### config.mk
export PLATFORM = sky130hd
export DESIGN_NAME = collision_brake_fsm_unit_flat
export DESIGN_NICKNAME = d
export VERILOG_FILES = /design/src/cbf_pkg.sv /design/src/cbf_in_if.sv /design/src/cbf_out_if.sv /design/src/cbf_decide.sv /design/src/collision_brake_fsm_unit.sv /design/src/flat_wrapper.sv
export SDC_FILE = /design/constraint.sdc
export NUM_CORES = 1
export LEC_CHECK = 0
export BUFFER_PORTS_ARGS = -buffer_cell sky130_fd_sc_hd__buf_2
export CAP_MARGIN = 0
export CORE_MARGIN = 3
export CORE_UTILIZATION = 29
export DETAILED_ROUTE_END_ITERATION = 8
export PLACE_DENSITY_LB_ADDON = 0.1
export SYNTH_ARGS = -nofsm -noshare
export SYNTH_HDL_FRONTEND = slang
export SYNTH_SLANG_ARGS = --single-unit
### constraint.sdc
create_clock -name clk -period 7.5 [get_ports clk]
set_input_delay 1.125 -clock clk [delete_from_list [all_inputs] [get_ports clk]]
set_output_delay 1.125 -clock clk [all_outputs]
set_load 0.1 [all_outputs]
### src/cbf_pkg.sv
// ============================================================================
// cbf_pkg
// Shared types and constants of the collision braking controller: field
// widths, register indexes, state codes and the level clamp.
// ============================================================================
package cbf_pkg;

	// Field widths
	localparam int DIST_W  = 17;
	localparam int SPD_W   = 8;
	localparam int TTC_W   = 4;
	localparam int THR_W   = 8;
	localparam int LVL_W   = 7;
	localparam int STATE_W = 2;
	localparam int PROD_W  = SPD_W + TTC_W;

	// Configuration port
	localparam int CFG_IDX_W  = 3;
	localparam int CFG_DATA_W = 8;

	typedef enum logic [CFG_IDX_W-1:0] {
		REG_BRAKE_TTC     = 3'd0,
		REG_WARN_TTC      = 3'd1,
		REG_STABLE_THR    = 3'd2,
		REG_WARN_START    = 3'd3,
		REG_RAMP_STEP     = 3'd4,
		REG_RAMP_CAP      = 3'd5,
		REG_RELEASE_LEVEL = 3'd6
	} cbf_reg_t;

	localparam logic [LVL_W-1:0] FULL_LEVEL = 7'd100;
	localparam logic [LVL_W-1:0] ZERO_LEVEL = 7'd0;

	typedef enum logic [STATE_W-1:0] {
		CBF_SAFE  = 2'd0,
		CBF_WARN  = 2'd1,
		CBF_BRAKE = 2'd2
	} cbf_state_t;

	typedef struct packed {
		logic [TTC_W-1:0] brake_ttc_s;
		logic [TTC_W-1:0] warn_ttc_s;
		logic [THR_W-1:0] stable_threshold_cm;
		logic [LVL_W-1:0] warn_start_level;
		logic [LVL_W-1:0] ramp_step;
		logic [LVL_W-1:0] ramp_cap;
		logic [LVL_W-1:0] release_level;
	} cbf_cfg_t;

	typedef struct packed {
		cbf_state_t        fsm;
		logic [LVL_W-1:0]  level;
		logic [DIST_W-1:0] prev_distance;
	} cbf_ctx_t;

	// Saturate a level (up to one bit of growth) at 100 percent
	function automatic logic [LVL_W-1:0] clamp_level(input logic [LVL_W:0] v);
		if (v > {1'b0, FULL_LEVEL})
			return FULL_LEVEL;
		return v[LVL_W-1:0];
	endfunction

endpackage

### src/cbf_in_if.sv
// ============================================================================
// cbf_in_if
// Sample channel: one obstacle distance and vehicle speed per transaction.
// ============================================================================
interface cbf_in_if;
	import cbf_pkg::*;

	logic              valid;
	logic              ready;
	logic [DIST_W-1:0] distance_cm;
	logic [SPD_W-1:0]  speed_cms;

	modport source (output valid, output distance_cm, output speed_cms, input ready);
	modport sink   (input valid, input distance_cm, input speed_cms, output ready);
endinterface

### src/cbf_out_if.sv
// ============================================================================
// cbf_out_if
// Result channel: state, brake level and object flag per transaction.
// ============================================================================
interface cbf_out_if;
	import cbf_pkg::*;

	logic               valid;
	logic               ready;
	logic [STATE_W-1:0] collision_state;
	logic [LVL_W-1:0]   brake_level;
	logic               object_seen;

	modport source (output valid, output collision_state, output brake_level,
		output object_seen, input ready);
	modport sink   (input valid, input collision_state, input brake_level,
		input object_seen, output ready);
endinterface

### src/cbf_decide.sv
// ============================================================================
// cbf_decide
// One tick of the controller: jitter filter, threat tests and the
// safe / warning / brake transition with its brake level.
// ============================================================================
module cbf_decide #(
	parameter int unsigned NO_OBSTACLE_CM = 100000
) (
	input  cbf_pkg::cbf_cfg_t                 cfg,
	input  cbf_pkg::cbf_ctx_t                 ctx,
	input  logic [cbf_pkg::DIST_W-1:0]        distance_cm,
	input  logic [cbf_pkg::SPD_W-1:0]         speed_cms,
	output cbf_pkg::cbf_ctx_t                 ctx_next,
	output logic                              object_seen
);
	import cbf_pkg::*;

	localparam logic [DIST_W-1:0] NO_OBST = DIST_W'(NO_OBSTACLE_CM);

	logic [DIST_W-1:0] diff;
	logic [DIST_W-1:0] dist_f;
	logic [PROD_W-1:0] brake_lim;
	logic [PROD_W-1:0] warn_lim;
	logic              threat_ok;
	logic              brake_thr;
	logic              warn_thr;

	// Hold the previous distance when the change is within the threshold
	always_comb begin
		if (distance_cm >= ctx.prev_distance)
			diff = distance_cm - ctx.prev_distance;
		else
			diff = ctx.prev_distance - distance_cm;
		if (diff <= {{(DIST_W-THR_W){1'b0}}, cfg.stable_threshold_cm})
			dist_f = ctx.prev_distance;
		else
			dist_f = distance_cm;
	end

	// ttc <= limit tested as distance <= speed * limit
	assign brake_lim   = PROD_W'(speed_cms) * PROD_W'(cfg.brake_ttc_s);
	assign warn_lim    = PROD_W'(speed_cms) * PROD_W'(cfg.warn_ttc_s);
	assign object_seen = dist_f < NO_OBST;
	assign threat_ok   = object_seen && (speed_cms != '0);
	assign brake_thr   = threat_ok && (dist_f <= {{(DIST_W-PROD_W){1'b0}}, brake_lim});
	assign warn_thr    = threat_ok && (dist_f <= {{(DIST_W-PROD_W){1'b0}}, warn_lim});

	always_comb begin
		ctx_next               = ctx;
		ctx_next.prev_distance = dist_f;
		case (ctx.fsm)
			CBF_WARN: begin
				if (!warn_thr) begin
					ctx_next.fsm   = CBF_SAFE;
					ctx_next.level = ZERO_LEVEL;
				end else if (brake_thr) begin
					ctx_next.fsm   = CBF_BRAKE;
					ctx_next.level = FULL_LEVEL;
				end else if (ctx.level < cfg.ramp_cap) begin
					ctx_next.level = clamp_level({1'b0, ctx.level} + {1'b0, cfg.ramp_step});
				end
			end
			CBF_BRAKE: begin
				if (!warn_thr) begin
					ctx_next.fsm   = CBF_SAFE;
					ctx_next.level = ZERO_LEVEL;
				end else if (!brake_thr) begin
					ctx_next.fsm   = CBF_WARN;
					ctx_next.level = clamp_level({1'b0, cfg.release_level});
				end else begin
					ctx_next.level = FULL_LEVEL;
				end
			end
			default: begin
				// safe, and the unused code treated as safe
				if (brake_thr) begin
					ctx_next.fsm   = CBF_BRAKE;
					ctx_next.level = FULL_LEVEL;
				end else if (warn_thr) begin
					ctx_next.fsm   = CBF_WARN;
					ctx_next.level = clamp_level({1'b0, cfg.warn_start_level});
				end else begin
					ctx_next.fsm   = CBF_SAFE;
					ctx_next.level = ZERO_LEVEL;
				end
			end
		endcase
	end

endmodule

### src/collision_brake_fsm_unit.sv
// ============================================================================
// collision_brake_fsm_unit
// Forward collision braking controller: filters distance jitter, tests time
// to collision against brake and warning limits, and steps a three-state
// machine that sets the brake level.
// ============================================================================
//
//  channel    dir  handshake          payload
//  tick_in    in   valid / ready      distance_cm[16:0], speed_cms[7:0]
//  result_out out  valid / ready      collision_state[1:0], brake_level[6:0],
//                                     object_seen
//  cfg        in   cfg_we (no ready)  cfg_index[2:0], cfg_wdata[7:0]
//
//  Throughput is one transaction per cycle while result_out is not stalled.
//  result_out.valid rises once a sample has passed the input register and
//  then the result register; a result_out stall can hold it in between.
//  The controller state (filtered distance, FSM state, level) updates in the
//  same cycle a result is loaded, so back-to-back samples chain correctly.
//  result_out stalls back up through the input register: tick_in.ready stays
//  high as long as the input register is empty or moving forward this cycle.
//  arst_n clears the handshake flags, the controller state (safe, level 0,
//  previous distance at NO_OBSTACLE_CM) and the config registers to defaults.
// ============================================================================
module collision_brake_fsm_unit #(
	parameter int unsigned NO_OBSTACLE_CM = 100000
) (
	input  logic                             clk,
	input  logic                             arst_n,
	cbf_in_if.sink                           tick_in,
	cbf_out_if.source                        result_out,
	input  logic                             cfg_we,
	input  logic [cbf_pkg::CFG_IDX_W-1:0]    cfg_index,
	input  logic [cbf_pkg::CFG_DATA_W-1:0]   cfg_wdata
);
	import cbf_pkg::*;

	// Configuration registers
	cbf_cfg_t cfg_q;

	always_ff @(posedge clk or negedge arst_n) begin
		if (!arst_n) begin
			cfg_q.brake_ttc_s         <= 4'd1;
			cfg_q.warn_ttc_s          <= 4'd2;
			cfg_q.stable_threshold_cm <= 8'd1;
			cfg_q.warn_start_level    <= 7'd30;
			cfg_q.ramp_step           <= 7'd10;
			cfg_q.ramp_cap            <= 7'd80;
			cfg_q.release_level       <= 7'd50;
		end else if (cfg_we) begin
			case (cfg_index)
				REG_BRAKE_TTC:     cfg_q.brake_ttc_s         <= cfg_wdata[TTC_W-1:0];
				REG_WARN_TTC:      cfg_q.warn_ttc_s          <= cfg_wdata[TTC_W-1:0];
				REG_STABLE_THR:    cfg_q.stable_threshold_cm <= cfg_wdata[THR_W-1:0];
				REG_WARN_START:    cfg_q.warn_start_level    <= cfg_wdata[LVL_W-1:0];
				REG_RAMP_STEP:     cfg_q.ramp_step           <= cfg_wdata[LVL_W-1:0];
				REG_RAMP_CAP:      cfg_q.ramp_cap            <= cfg_wdata[LVL_W-1:0];
				REG_RELEASE_LEVEL: cfg_q.release_level       <= cfg_wdata[LVL_W-1:0];
				default: ;  // index beyond the register list is dropped
			endcase
		end
	end

	// Input register (stage 1)
	logic              valid_s1;
	logic [DIST_W-1:0] distance_s1;
	logic [SPD_W-1:0]  speed_s1;

	// Result register
	logic               out_valid_q;
	logic [STATE_W-1:0] out_state_q;
	logic [LVL_W-1:0]   out_level_q;
	logic               out_obj_q;

	// Controller state carried from tick to tick
	cbf_ctx_t ctx_q;
	cbf_ctx_t ctx_next;
	logic     obj_next;

	logic advance;   // stage 1 moves into the result register
	logic take_in;   // input transaction accepted

	assign advance       = valid_s1 && (!out_valid_q || result_out.ready);
	assign tick_in.ready = !valid_s1 || advance;
	assign take_in       = tick_in.valid && tick_in.ready;

	always_ff @(posedge clk or negedge arst_n) begin
		if (!arst_n)
			valid_s1 <= 1'b0;
		else if (take_in)
			valid_s1 <= 1'b1;
		else if (advance)
			valid_s1 <= 1'b0;
	end

	always_ff @(posedge clk) begin
		if (take_in) begin
			distance_s1 <= tick_in.distance_cm;
			speed_s1    <= tick_in.speed_cms;
		end
	end

	cbf_decide #(
		.NO_OBSTACLE_CM (NO_OBSTACLE_CM)
	) u_decide (
		.cfg         (cfg_q),
		.ctx         (ctx_q),
		.distance_cm (distance_s1),
		.speed_cms   (speed_s1),
		.ctx_next    (ctx_next),
		.object_seen (obj_next)
	);

	// FSM state, level and filtered distance advance once per tick
	always_ff @(posedge clk or negedge arst_n) begin
		if (!arst_n) begin
			ctx_q.fsm           <= CBF_SAFE;
			ctx_q.level         <= ZERO_LEVEL;
			ctx_q.prev_distance <= DIST_W'(NO_OBSTACLE_CM);
		end else if (advance) begin
			ctx_q <= ctx_next;
		end
	end

	always_ff @(posedge clk or negedge arst_n) begin
		if (!arst_n)
			out_valid_q <= 1'b0;
		else if (advance)
			out_valid_q <= 1'b1;
		else if (result_out.ready)
			out_valid_q <= 1'b0;
	end

	always_ff @(posedge clk) begin
		if (advance) begin
			out_state_q <= ctx_next.fsm;
			out_level_q <= ctx_next.level;
			out_obj_q   <= obj_next;
		end
	end

	assign result_out.valid           = out_valid_q;
	assign result_out.collision_state = out_state_q;
	assign result_out.brake_level     = out_level_q;
	assign result_out.object_seen     = out_obj_q;

	// ------------------------------------------------------------------------
	// Assertions
	// ------------------------------------------------------------------------

	// Braking always reports full level
	a_brake_full: assert property (@(posedge clk) disable iff (!arst_n)
		out_valid_q && (out_state_q == CBF_BRAKE) |-> out_level_q == FULL_LEVEL)
		else $error("brake state without full level");

	// Safe always reports released brakes
	a_safe_zero: assert property (@(posedge clk) disable iff (!arst_n)
		out_valid_q && (out_state_q == CBF_SAFE) |-> out_level_q == ZERO_LEVEL)
		else $error("safe state with nonzero level");

	// No object means no threat, hence safe
	a_no_obj_safe: assert property (@(posedge clk) disable iff (!arst_n)
		out_valid_q && !out_obj_q |-> out_state_q == CBF_SAFE)
		else $error("threat state reported without an object");

	// Stored controller level mirrors the last result
	a_ctx_match: assert property (@(posedge clk) disable iff (!arst_n)
		advance |=> (out_level_q == ctx_q.level) && (out_state_q == ctx_q.fsm))
		else $error("result register differs from controller state");

	// A held sample in stage 1 stays there while the result is stalled
	a_s1_hold: assert property (@(posedge clk) disable iff (!arst_n)
		valid_s1 && !advance |=> valid_s1 && $stable(distance_s1) && $stable(speed_s1))
		else $error("stage 1 sample lost during stall");

endmodule

### src/flat_wrapper.sv
// flat-port wrapper written by rule: the top's interface ports become plain ports
module collision_brake_fsm_unit_flat import cbf_pkg::*;
#(
	parameter int unsigned NO_OBSTACLE_CM = 100000
)
  (clk, arst_n, cfg_we, cfg_index, cfg_wdata, tick_in_valid, tick_in_distance_cm, tick_in_speed_cms, tick_in_ready, result_out_valid, result_out_collision_state, result_out_brake_level, result_out_object_seen, result_out_ready);
  cbf_in_if tick_in_i ();
  cbf_out_if result_out_i ();
  input  logic clk;
  input  logic arst_n;
  input  logic cfg_we;
  input  logic [cbf_pkg::CFG_IDX_W-1:0] cfg_index;
  input  logic [cbf_pkg::CFG_DATA_W-1:0] cfg_wdata;
  input wire logic [$bits(tick_in_i.valid)-1:0] tick_in_valid;
  input wire logic [$bits(tick_in_i.distance_cm)-1:0] tick_in_distance_cm;
  input wire logic [$bits(tick_in_i.speed_cms)-1:0] tick_in_speed_cms;
  output wire logic [$bits(tick_in_i.ready)-1:0] tick_in_ready;
  output wire logic [$bits(result_out_i.valid)-1:0] result_out_valid;
  output wire logic [$bits(result_out_i.collision_state)-1:0] result_out_collision_state;
  output wire logic [$bits(result_out_i.brake_level)-1:0] result_out_brake_level;
  output wire logic [$bits(result_out_i.object_seen)-1:0] result_out_object_seen;
  input wire logic [$bits(result_out_i.ready)-1:0] result_out_ready;
  assign tick_in_i.valid = tick_in_valid;
  assign tick_in_i.distance_cm = tick_in_distance_cm;
  assign tick_in_i.speed_cms = tick_in_speed_cms;
  assign tick_in_ready = tick_in_i.ready;
  assign result_out_valid = result_out_i.valid;
  assign result_out_collision_state = result_out_i.collision_state;
  assign result_out_brake_level = result_out_i.brake_level;
  assign result_out_object_seen = result_out_i.object_seen;
  assign result_out_i.ready = result_out_ready;
  collision_brake_fsm_unit #(.NO_OBSTACLE_CM(NO_OBSTACLE_CM)) u_core (.clk(clk), .arst_n(arst_n), .tick_in(tick_in_i), .result_out(result_out_i), .cfg_we(cfg_we), .cfg_index(cfg_index), .cfg_wdata(cfg_wdata));
endmodule
; ---- Yosys cells after proc, flatten, opt, wreduce, memory -nomap -nowiden
; Cells that the tools add are included.
[word_totals]
reg_bits = 107
output_inout_bits = 12
elab_cells = 95
in_bits = 41
[op_classes]
n_reduce_logical = 21
add_sub_neg = 3
order_cmp = 9
mux = 35
n_eq_ne = 8
n_mul = 2
[ops]
columns = operator, n
row1 = $mux 7, 9
row2 = $le 17x12->1, 2
row3 = $mux 17, 2
row4 = $sub 17x17->17, 2
row5 = $mux 9, 3
row6 = $mul 8x4->12, 2
row7 = $pmux 9 s2, 1
row8 = $ge 17x17->1, 1
row9 = $le 17x8->1, 1
row10 = $lt 17x17->1 const B, 1
row11 = $mux 1, 17
row12 = $gt 7x7->1 const B, 2
row13 = $reduce_and 2->1, 7
row14 = $eq 3x3->1 const B, 3
row15 = $add 7x7->8, 1
row16 = $gt 8x7->1 const B, 1
row17 = $mux 8, 1
row18 = $reduce_bool 8->1, 1
row19 = $lt 7x7->1, 1
row20 = $eq 3x2->1 const B, 2
row21 = $logic_and 1x1->1, 5
row22 = $mux 2, 2
row23 = $reduce_bool 2->1, 2
row24 = $eq 3x1->1 const B, 1
row25 = 6 further kinds, 8

; ---- Longest topological paths before layout
; Gate-level depths: netlist of run 1.
[depth]
ltp_word = 15
depth_mapped = 38
mapped_depth_nobuf = 36

; ---- Modules after synthesis
; From an unflattened synthesis of run 1, not the netlist that was laid out.
[unflattened]
cells_unflattened = 966
area_unflattened_um2 = 9359.0
[modules_own_cells]
columns = mod, cells_each, area_per_inst_um2, seq_area_each_um2, instances
row1 = cbf_decide, 769, 5545.3, 0.0, 1
row2 = collision_brake_fsm_unit, 197, 3813.7, 2877.8, 1

; ---- Worst setup path before layout of run 1
; OpenSTA, ideal clock, no wires.
[synth_timing]
path_type = reg2reg
start = register u_core.ctx_q[10] in the netlist's numbering
end = register u_core.out_state_q[0] (netlist: u_core.result_out.collision_state[0]), data pin
path_buffers = 4
arrival_ns = 6.347
path_stages_with_launch = 32
period_less_slack_ns = 6.613
slack_ns = 0.887
setup_time_ns = 0.266
path_cell_list = dfstp_2 inv_1 ha_1 buf_2 nand4_1 nor4_1 a21oi_1 nand3_2 buf_1 mux2_2 a21oi_1 o21ai_0 a31oi_1 xnor2_1 ha_1 nand4_1 o22ai_1 o22a_1 nand3_2 clkbuf_1 clkbuf_1 o21ai_0 ha_1 nand4_1 nor3_1 nand3_1 or4_1 o2111ai_1 nor3_4 nor2_4 o21a_1 a211oi_2
[synth_lines]
columns = item, line_no
row1 = "start, declared", collision_brake_fsm_unit.sv:75  ; cbf_ctx_t ctx_q;
row2 = "start signal, assigned", collision_brake_fsm_unit.sv:120  ; ctx_q <= ctx_next;
row3 = "end signal, assigned", collision_brake_fsm_unit.sv:135  ; out_state_q <= ctx_next.fsm;
row4 = "end, declared", collision_brake_fsm_unit.sv:70  ; logic [STATE_W-1:0] out_state_q;

==> results.py, run 1 <==
metrics = {
    "placement": {
        "dp_cells": 1463,
        "dpl_cell_area_um2": 10100,
        "gp_congestion": 0.847,
        "dp_slack_ps": 121,
        "dpl.hpwl_mm": 21.2,
        "place.port_buffers": 52,
    },
    "pwr": {
        "leakage_nw": 4.74,
        "max-vdd-ir-drop_v": 0.000114,
        "total_power_mw": 2.77,
        "powerDensity_nw_per_um2": 263,
    },
    "global_routing": {
        "overflow": 0,
        "use_met2_pct": 24.5,
        "antenna_found_initial": 0,
        "met1_usage_pct": 23.4,
        "use_met3_pct": 1.86,
        "grtUsageTotal_pct": 16.0,
        "busiest_layer": "met2",
        "grt_max_degree": 73,
        "first_global_vias": 7445,
        "grt_pass1_wl_mm": 42.7,
    },
    "die": {
        "die_h_um": 186,
        "coreArea_um2": 31700,
        "io-pin-count": 53,
        "fp.dieArea_um2": 34500,
        "start_util_pct": 29.5,
        "fp.dieW_um": 186,
        "rows": 65,
    },
    "sta": {
        "setup_slack_ps": 552,
        "rsz0062_at_grt": "false",
        "slew_violations": 0,
        "finalCriticalPeriod_ps": 6950,
        "whs_ps": 495,
        "setup_violations": 0,
        "slew_headroom_pct": 25.1,
        "skew_ps": 12.1,
        "hold_violations": 0,
        "timing.fmax_mhz": 144,
        "period_share_pct": 92.6,
        "worst_pin_slew_ps": 1120,
        "tns_ps": 0,
    },
    "clocking": {
        "clk_pin_slew_ps": 80,
        "numCtsBuffers": 9,
        "cts-root-buf": "clkbuf_16",
        "h-tree-depth": 3,
        "clk_latency_ps": 370,
        "cts_buffer_depth": 2,
        "cts_sinks": 107,
        "cts_hold_buf": 0,
        "cts_tree": "done",
    },
    "finish": {
        "drive_gt1_share_pct": 17.0,
        "diodes": 0,
        "area_growth_pct": 12.2,
        "nets": 1255,
        "layoutNonFillerInstCount": 1484,
        "final_core_utilization_pct": 33.2,
        "n_fill_cell": 3367,
        "fin_area_um2": 10500,
    },
    "logic_synthesis": {
        "synthDistinctLibCells": 75,
        "synth_top_cells_by_count": "112 x inv_1, 110 x ha_1, 102 x nand2_1",
        "synth_edf_count": 35,
        "yosys-top-cells-area": "ha_1 15%, dfrtp_1 14%, edfxtp_1 11%",
        "ys_ff_latch": 107,
        "yosysWarningCount": 0,
        "seq_area_frac_synth_pct": 30.7,
        "syn_inst": 1026,
        "netlist_area_um2": 9370,
        "synth_fp_nets": 1204,
        "synth_area_leader_cell": "ha_1",
        "synth_top_area_share_pct": 14.7,
        "syn_area_per_cell_um2": 9.13,
        "synth_most_common_cell": "inv_1",
        "async_reset_ff_share_pct": 67.3,
        "ys.flop_type": "dfrtp_1",
    },
    "setup_path": {
        "crit_required_ps": 7620,
        "cp_slowest_stage_delay_ps": 570,
        "cp_slowest_cell": "dfstp_2",
        "crit_path_frequent_cell": "a21oi_1",
        "endpoint_kind": "flip-flop",
        "cp-start-kind": "flip-flop",
        "crit_buf_inv": 4,
        "setup.worst_path.class": "flip-flop to flip-flop",
        "critPathTopFamily": "compound AO/OA/AOI/OAI gates",
        "cp_max_fo": 16,
        "arrival_ps": 7060,
    },
    "routing": {
        "routed_via_density": 4.98,
        "routed_wirelength_mm": 26.7,
        "avgRoutedWirePerCell_um": 18.0,
        "via_count": 7397,
        "ant_nets": 0,
        "drt_iter0_markers": 528,
        "drcViolationCount": 0,
        "first_pass_iters": 5,
    },
    "run_status": {
        "status": "finished, final reports clean",
    },
    "job": {
        "drv_cap": 0,
    },
    "worst_hold_path": {
        "hold_class": "flip-flop to flip-flop",
    },
}
## layer usage
layer	wire (µm)	part of all wire [%]
met4	581	2.2
met1	13700	51
met3	746	2.8
met2	11600	44
met5	0	0
## area by class of cell
cell class | instances | area [µm²] | area share, %
clock buffer | 12 | 236 | 2.25
sequential | 107 | 2880 | 27.4
multi-input combinational | 777 | 6020 | 57.3
tap | 402 | 503 | 4.78
clock inverter | 4 | 56.3 | 0.535
timing repair buffer | 70 | 398 | 3.78
inverter | 112 | 420 | 4.00
## worst paths after layout
kind | startpoint | end | slack [ps] | depth (start not counted)
setup / recovery | u_core.ctx_q[7] | u_core.result_out.brake_level[6] | 550 | 34
min in group asynchronous | arst_n | u_core.cfg_q[7] | 900 | 1
hold / removal | u_core.ctx_q[9] | u_core.ctx_q[9] | 490 | 2
hold reg to reg | u_core.ctx_q[9] | u_core.ctx_q[9] | 490 | 2
setup reg to reg | u_core.ctx_q[7] | u_core.result_out.brake_level[6] | 550 | 34
max in group asynchronous | arst_n | u_core.ctx_q[2] | 5870 | 1
## power breakdown
| group | internal, mW | switching, mW |
|---|---|---|
| registers | 0.708 | 0.0872 |
| clock network | 0.264 | 0.249 |
| logic | 0.604 | 0.857 |
| total | 1.58 | 1.19 |
## kinds of logic after synthesis
group                    share of synthesized area, %
AO/OA/AOI/OAI                                    17.6
AND/OR/NAND/NOR                                  16.0
adder cells (fa/ha/maj)                          20.5
flip-flops                                       30.7
multiplexers                                     5.87
XOR/XNOR                                         3.44
buffers and inverters                            5.93
## cells in the final DEF, fill, tap and decap left out, types with 13 or more instances in the layout
master    Yosys  routed
nand2_1     102     102
dfstp_2      20      20
and2_1       39      39
nand4_1      19      19
nor2_1       53      53
fa_1         27      27
edfxtp_1     35      35
xnor2_1      22      22
a21o_1       22      22
inv_1       112     111
o21ai_0      60      59
xor2_1       13      13
a21oi_1      69      66
buf_2        12      51
ha_1        110      98
buf_4         0      19
dfrtp_1      52      51
mux2_2       40      40
nand3_1      19      19
o21bai_1     13      13
## timing repair
item	CTS	global route
buffers inserted	0	5
resized for setup	0	25
endpoints found under the setup margin	0	18
## worst register-to-register path: cells and delay by family, from the launching register on
kind	cells	cell delay, ps
AO/OA/AOI/OAI	12	2290
flip-flops	1	570
buffers and inverters	4	600
adder cells (fa/ha/maj)	3	1050
multiplexers	1	270
XOR/XNOR	1	150
AND/OR/NAND/NOR	13	1790
## state kept, by name (all words and copies together) (netlist names)
register / cells
u_core.result_out.valid: 1
u_core.distance_s1: 17
u_core.result_out.collision_state: 2
u_core.ctx_q: 26
u_core.cfg_q: 44
u_core.speed_s1: 8
u_core.result_out.object_seen: 1
u_core.result_out.brake_level: 7
u_core.valid_s1: 1
Power figures use the tool's default switching activity.
==> run 2, diff against run 1 <==
Settings changed: ABC_AREA set to 1, SETUP_SLACK_MARGIN set to 0.02, SLEW_MARGIN set to 10.
==> run 2 against run 1 <==
  * Total power increased by 3.8%
  * Highest routed layer unchanged
  * Final cell count increased by 27%
  * Critical endpoint is now u_core.result_out.brake_level[0]
  * First-iteration DRC count down 3.0%
==> results.py, run 2 <==
metrics = {
    "setup_path": {
        "rr_worst_depth": 36,
        "arrival_ps": 6340,
        "crit_required_ps": 7610,
        "cp-start-kind": "flip-flop",
        "cp_max_fo": 33,
        "crit_path_frequent_cell": "nand2_1",
        "setup.worst_path.class": "flip-flop to flip-flop",
        "cp_slowest_stage_delay_ps": 550,
        "critPathTopFamily": "simple AND/OR/NAND/NOR gates",
        "reg2reg_to": "u_core.result_out.brake_level[0]",
        "r2r_slack_ps": 1270,
        "r2r_start": "u_core.ctx_q[5]",
        "cp_slowest_cell": "o21ai_0",
        "endpoint_kind": "flip-flop",
        "crit_buf_inv": 4,
    },
    "logic_synthesis": {
        "ys.flop_type": "dfrtp_1",
        "synth_top_cells_by_count": "469 x nand2_1, 263 x inv_1, 110 x ha_1",
        "synth_area_leader_cell": "nand2_1",
        "netlist_area_um2": 9890,
        "yosys-top-cells-area": "nand2_1 18%, ha_1 14%, dfrtp_1 13%",
        "async_reset_ff_share_pct": 67.3,
        "yosysWarningCount": 0,
        "syn_inst": 1392,
        "synth_fp_nets": 1570,
        "ys_ff_latch": 107,
        "synthDistinctLibCells": 44,
        "synth_top_area_share_pct": 17.8,
        "seq_area_frac_synth_pct": 29.1,
        "syn_area_per_cell_um2": 7.11,
        "synth_edf_count": 35,
        "synth_most_common_cell": "nand2_1",
    },
    "die": {
        "die_h_um": 191,
        "fp.dieW_um": 191,
        "io-pin-count": 53,
        "coreArea_um2": 33600,
        "fp.dieArea_um2": 36400,
        "start_util_pct": 29.4,
        "rows": 67,
    },
    "pwr": {
        "pwr-share-clk_pct": 18.4,
        "max-vdd-ir-drop_v": 0.000105,
        "p_int_mw": 1.53,
        "p_switching_mw": 1.34,
        "swShare_pct": 46.8,
        "combPwrFrac_pct": 53.3,
        "leakage_nw": 6.11,
        "powerDensity_nw_per_um2": 263,
        "total_power_mw": 2.87,
        "pwr-share-seq_pct": 28.3,
    },
    "clocking": {
        "cts_tree": "done",
        "clk_latency_ps": 370,
        "cts_resized": 0,
        "numCtsBuffers": 9,
        "cts-root-buf": "clkbuf_16",
        "cts_sinks": 107,
        "h-tree-depth": 3,
        "cts_hold_buf": 0,
        "cts_buffer_depth": 2,
        "cts_setup_buffers": 0,
        "clk_pin_slew_ps": 80,
    },
    "sta": {
        "rsz0062_at_grt": "false",
        "slew_headroom_pct": 30.1,
        "skew_ps": 12.1,
        "worst_pin_slew_ps": 1050,
        "period_share_pct": 83.1,
        "whs_ps": 494,
        "setup_slack_ps": 1270,
        "slew_violations": 0,
        "hold_violations": 0,
        "timing.fmax_mhz": 160,
        "finalCriticalPeriod_ps": 6230,
        "tns_ps": 0,
        "setup_violations": 0,
    },
    "routing": {
        "routed_wirelength_mm": 27.8,
        "first_pass_iters": 5,
        "drcViolationCount": 0,
        "routed_via_density": 4.43,
        "avgRoutedWirePerCell_um": 14.8,
        "drt_iter0_markers": 512,
        "via_count": 8322,
        "ant_nets": 0,
    },
    "worst_hold_path": {
        "hold_depth": 2,
        "min_to": "u_core.cfg_q[10]",
        "hold_class": "flip-flop to flip-flop",
        "worstHoldStart": "u_core.cfg_q[10]",
    },
    "finish": {
        "drive_gt1_share_pct": 9.43,
        "reg_top3": "u_core.cfg_q x44, u_core.ctx_q x26, u_core.distance_s1 x17",
        "top_register": "u_core.cfg_q",
        "layout_common_cells": "469 x nand2_1, 263 x inv_1, 110 x ha_1",
        "fin_area_um2": 10900,
        "final_common_cell": "nand2_1",
        "nets": 1604,
        "area_growth_pct": 10.4,
        "largest_register_ffs": 44,
        "diodes": 0,
    },
    "global_routing": {
        "first_global_vias": 8239,
        "grt_pass1_wl_mm": 45.4,
        "antenna_found_initial": 0,
        "overflow": 0,
        "grt_max_degree": 67,
        "grtUsageTotal_pct": 16.0,
    },
    "placement": {
        "dpl_cell_area_um2": 10600,
        "place.port_buffers": 52,
        "dpl.hpwl_mm": 22.7,
        "dp_slack_ps": 1250,
        "gp_congestion": 0.855,
    },
    "job": {
        "drv_cap": 0,
    },
    "run_status": {
        "status": "finished, final reports clean",
    },
}
==> run 2: cell types whose count changed in the layout (fill, tap and decap cells not counted), moves of 12 or more <==
cell      before  now
inv_1        111  263
nand3_1       19   64
ha_1          98  110
xnor2_1       22    9
and2_1        39    1
buf_4         19    7
nand2_1      102  469
a21o_1        22    5
o21ai_0       59   87
a21oi_1       66   44
nand2b_1      12    0
mux2_2        40    0
==> run 2: worst reg2reg max path, delay by kind of cell (launching register included) <==
family | cells | cell delay, ps
compound gates | 3 | 820
xor+xnor | 1 | 200
fa+ha+maj | 3 | 960
buf+inv | 4 | 240
flops | 1 | 530
mux | 1 | 250
simple gates | 24 | 2970
==> run 2: per-layer routing <==
layer | up-vias | wire [µm] | GRT usage, %
li1 | 4414 | - | -
met1 | 3816 | 14300 | 23.2
met2 | 76 | 12700 | 25.8
met3 | 16 | 438 | 1.91
met4 | 0 | 400 | 3.42
met5 | - | 0 | 0
==> run 2: per-stage QoR <==
step | utilization [%] | instances
final | 32.5 | 1879
after CTS | 32.5 | 1879
after detailed placement | 31.5 | 1863
after floorplan | - | 1392
after global routing | 32.5 | 1879
after global placement | 31.5 | 1863
==> run 2: area by class of cell <==
type / instances / area (µm²)
repair buffers: 58 / 308
well taps: 448 / 561
clock buffers: 12 / 279
inverters: 274 / 1030
multi-input cells: 976 / 5820
flip-flops and latches: 107 / 2880
clock inverters: 4 / 47.5
fillers: 3641 / 22700
==> run 2: cells by family (layout without fill, tap and decap cells) <==
kind of cell	count (synthesis)	after routing	synth area share (%)
AOI/OAI and AO/OA	175	175	9.93
xor gates and xnor gates	29	29	2.57
buffers and inverters	309	348	12.1
adders and majority gates	137	137	19.4
muxes	1	1	0.101
DFF	107	107	29.1
and+or+nand+nor	634	634	26.8
==> run 2: worst max path at each step <==
stage	from	endpoint	slack, ps	depth (start not counted)
after floorplan	u_core.ctx_q[7]	u_core.result_out.brake_level[4]	2150	39
after global placement	u_core.ctx_q[7]	u_core.result_out.brake_level[4]	1220	37
after detailed placement	u_core.ctx_q[7]	u_core.result_out.brake_level[4]	1250	36
after CTS	u_core.ctx_q[7]	u_core.result_out.brake_level[4]	1220	36
after global routing	u_core.ctx_q[9]	u_core.result_out.brake_level[0]	400	38
final	u_core.ctx_q[5]	u_core.result_out.brake_level[0]	1270	36
==> run 2: power groups by stage <==
stage          Combinational, mW  Sequential [mW]  Clock [mW]
2_1_floorplan               1.16            0.820           0
3_3_place_gp                1.56            0.827           0
3_5_place_dp                1.55            0.828           0
4_1_cts                     1.56            0.817       0.556
5_1_grt                     1.79            0.829       0.577
6_report                    1.53            0.815       0.528
==> run 3, diff against run 2 <==
Clock period 7.5 ns to 5.11 ns, I/O delays scaled along.
==> run 3 against run 2 <==
  * The flow now finishes with violations (negative setup slack)
  * Die area unchanged
  * Sequential cell count unchanged
  * Register-to-register slack worse by 1500 ps
  * Maximum frequency up 17%
  * First-iteration DRC count down 19%
  * Critical path type unchanged
  * Clock-buffer cell count down 1
  * Critical endpoint is now u_core.ctx_q[21]
==> results.py, run 3 (same netlist as run 2, synthesis figures left out) <==
metrics = {
    "run_status": {
        "status": "finished with violations",
        "violations": "negative setup slack",
    },
    "setup_path": {
        "cp_slowest_cell": "dfstp_2",
        "r2r_slack_ps": -220,
        "endpoint_kind": "flip-flop",
        "crit_path_frequent_cell": "nand2_1",
        "setup.worst_path.class": "flip-flop to flip-flop",
        "cp_max_fo": 6,
        "crit_required_ps": 5420,
        "cp-start-kind": "flip-flop",
        "cp_slowest_stage_delay_ps": 540,
        "arrival_ps": 5650,
    },
    "sta": {
        "rsz0062_at_grt": "true",
        "setup_violations": 18,
        "slew_violations": 0,
        "hold_violations": 0,
        "slew_headroom_pct": 27.3,
        "finalCriticalPeriod_ps": 5330,
        "whs_ps": 489,
        "timing.fmax_mhz": 187,
        "setup_slack_ps": -225,
        "worst_pin_slew_ps": 1090,
        "skew_ps": 12.4,
        "period_share_pct": 104,
    },
    "routing": {
        "routed_wirelength_mm": 29.6,
        "routed_via_density": 4.44,
        "drcViolationCount": 0,
        "drt_iter0_markers": 416,
        "ant_nets": 0,
        "via_count": 9158,
        "avgRoutedWirePerCell_um": 14.3,
        "first_pass_iters": 4,
    },
    "clocking": {
        "cts_sinks": 107,
        "cts_tree": "done",
        "clk_latency_ps": 370,
        "numCtsBuffers": 9,
        "cts_buffer_depth": 2,
        "cts-root-buf": "clkbuf_16",
        "clk_pin_slew_ps": 80,
        "h-tree-depth": 3,
    },
    "pwr": {
        "leakage_nw": 7.07,
        "max-vdd-ir-drop_v": 0.000148,
        "powerDensity_nw_per_um2": 392,
    },
    "global_routing": {
        "grt_pass1_wl_mm": 47.3,
        "first_global_vias": 9069,
        "grt_max_degree": 73,
        "overflow": 0,
        "grtUsageTotal_pct": 16.6,
        "antenna_found_initial": 0,
    },
    "finish": {
        "top_register": "u_core.cfg_q",
        "area_growth_pct": 30.6,
        "diodes": 0,
        "final_common_cell": "nand2_1",
        "multi_input_area_um2": 6420,
        "largest_register_ffs": 44,
        "n_fill_cell": 3557,
        "final_core_utilization_pct": 38.4,
        "drive_gt1_share_pct": 25.3,
        "layout_common_cells": "443 x nand2_1, 252 x inv_1, 183 x buf_4",
        "reg_top3": "u_core.cfg_q x44, u_core.ctx_q x26, u_core.distance_s1 x17",
        "seq_area_um2": 2880,
        "nets": 1789,
    },
    "die": {
        "io-pin-count": 53,
        "start_util_pct": 29.4,
        "fp.dieArea_um2": 36400,
        "rows": 67,
        "coreArea_um2": 33600,
        "fp.dieW_um": 191,
        "die_h_um": 191,
    },
    "placement": {
        "place.port_buffers": 52,
        "gp_congestion": 0.862,
        "dpl.hpwl_mm": 24.0,
    },
    "job": {
        "drv_cap": 0,
    },
    "worst_hold_path": {
        "hold_class": "flip-flop to flip-flop",
    },
}
## run 3: layout make-up
class	instances	area share, %
clock inverters	5	0.600
multi-input cells	979	49.7
clock buffers	11	1.97
repair buffers	240	13.2
flip-flops and latches	107	22.3
well taps	448	4.34
inverters	274	7.96
## run 3: worst paths after layout
path | end | start | depth (start not counted)
min in group asynchronous | u_core.cfg_q[19] | arst_n | 1
worst min-delay path | u_core.cfg_q[10] | u_core.cfg_q[10] | 2
max in group asynchronous | u_core.ctx_q[8] | arst_n | 1
worst max register to register | u_core.ctx_q[21] | u_core.ctx_q[16] | 44
worst max-delay path | u_core.ctx_q[21] | u_core.ctx_q[16] | 44
worst min register to register | u_core.cfg_q[10] | u_core.cfg_q[10] | 2
## run 3: per-layer routing
metal / GRT usage, % / share of wire (%) / vias up
li1: - / - / 4794
met1: 23.3 / 50 / 4251
met2: 27.8 / 47 / 91
met3: 1.62 / 1.9 / 22
met4: 3.78 / 1.1 / 0
met5: 0 / 0 / -
## run 3: stage by stage
| stage | setup slack (ps) | power (mW) | instances | TNS [ps] | area, µm² |
|---|---|---|---|---|---|
| after CTS | -279 | 4.99 | 2056 | -4290 | 12600 |
| after global placement | -755 | 4.04 | 2030 | -12580 | 12000 |
| after global routing | -584 | 5.57 | 2064 | -10060 | 12900 |
| after detailed placement | -761 | 4.04 | 2030 | -12640 | 12000 |
| final | -225 | 5.06 | 2064 | -3420 | 12900 |
| after floorplan | 30.0 | 2.96 | 1392 | 0 | 10000 |
## run 3: worst max-delay path: cells and delay by family (launching register included)
kind	cells	cell delay [ps]
AND/OR/NAND/NOR	28	2300
buffers and inverters	8	910
adder cells (fa/ha/maj)	3	840
flip-flops	1	540
AO/OA/AOI/OAI	3	300
multiplexers	1	230
XOR/XNOR	1	180
## run 3: report_power, final
| group | switching, mW | internal [mW] |
|---|---|---|
| clock network | 0.375 | 0.424 |
| logic | 1.78 | 1.34 |
| registers | 0.101 | 1.05 |
| total | 2.25 | 2.81 |
## run 3: what timing repair did
item | 4_1_cts | 5_1_grt
endpoints found under the hold margin | 0 | 0
setup buffers | 8 | 7
setup endpoints to repair | 18 | 18
cloned | 2 | 1
gates resized for setup | 37 | 62
pin swaps | 20 | 50
hold buffers | 0 | 0
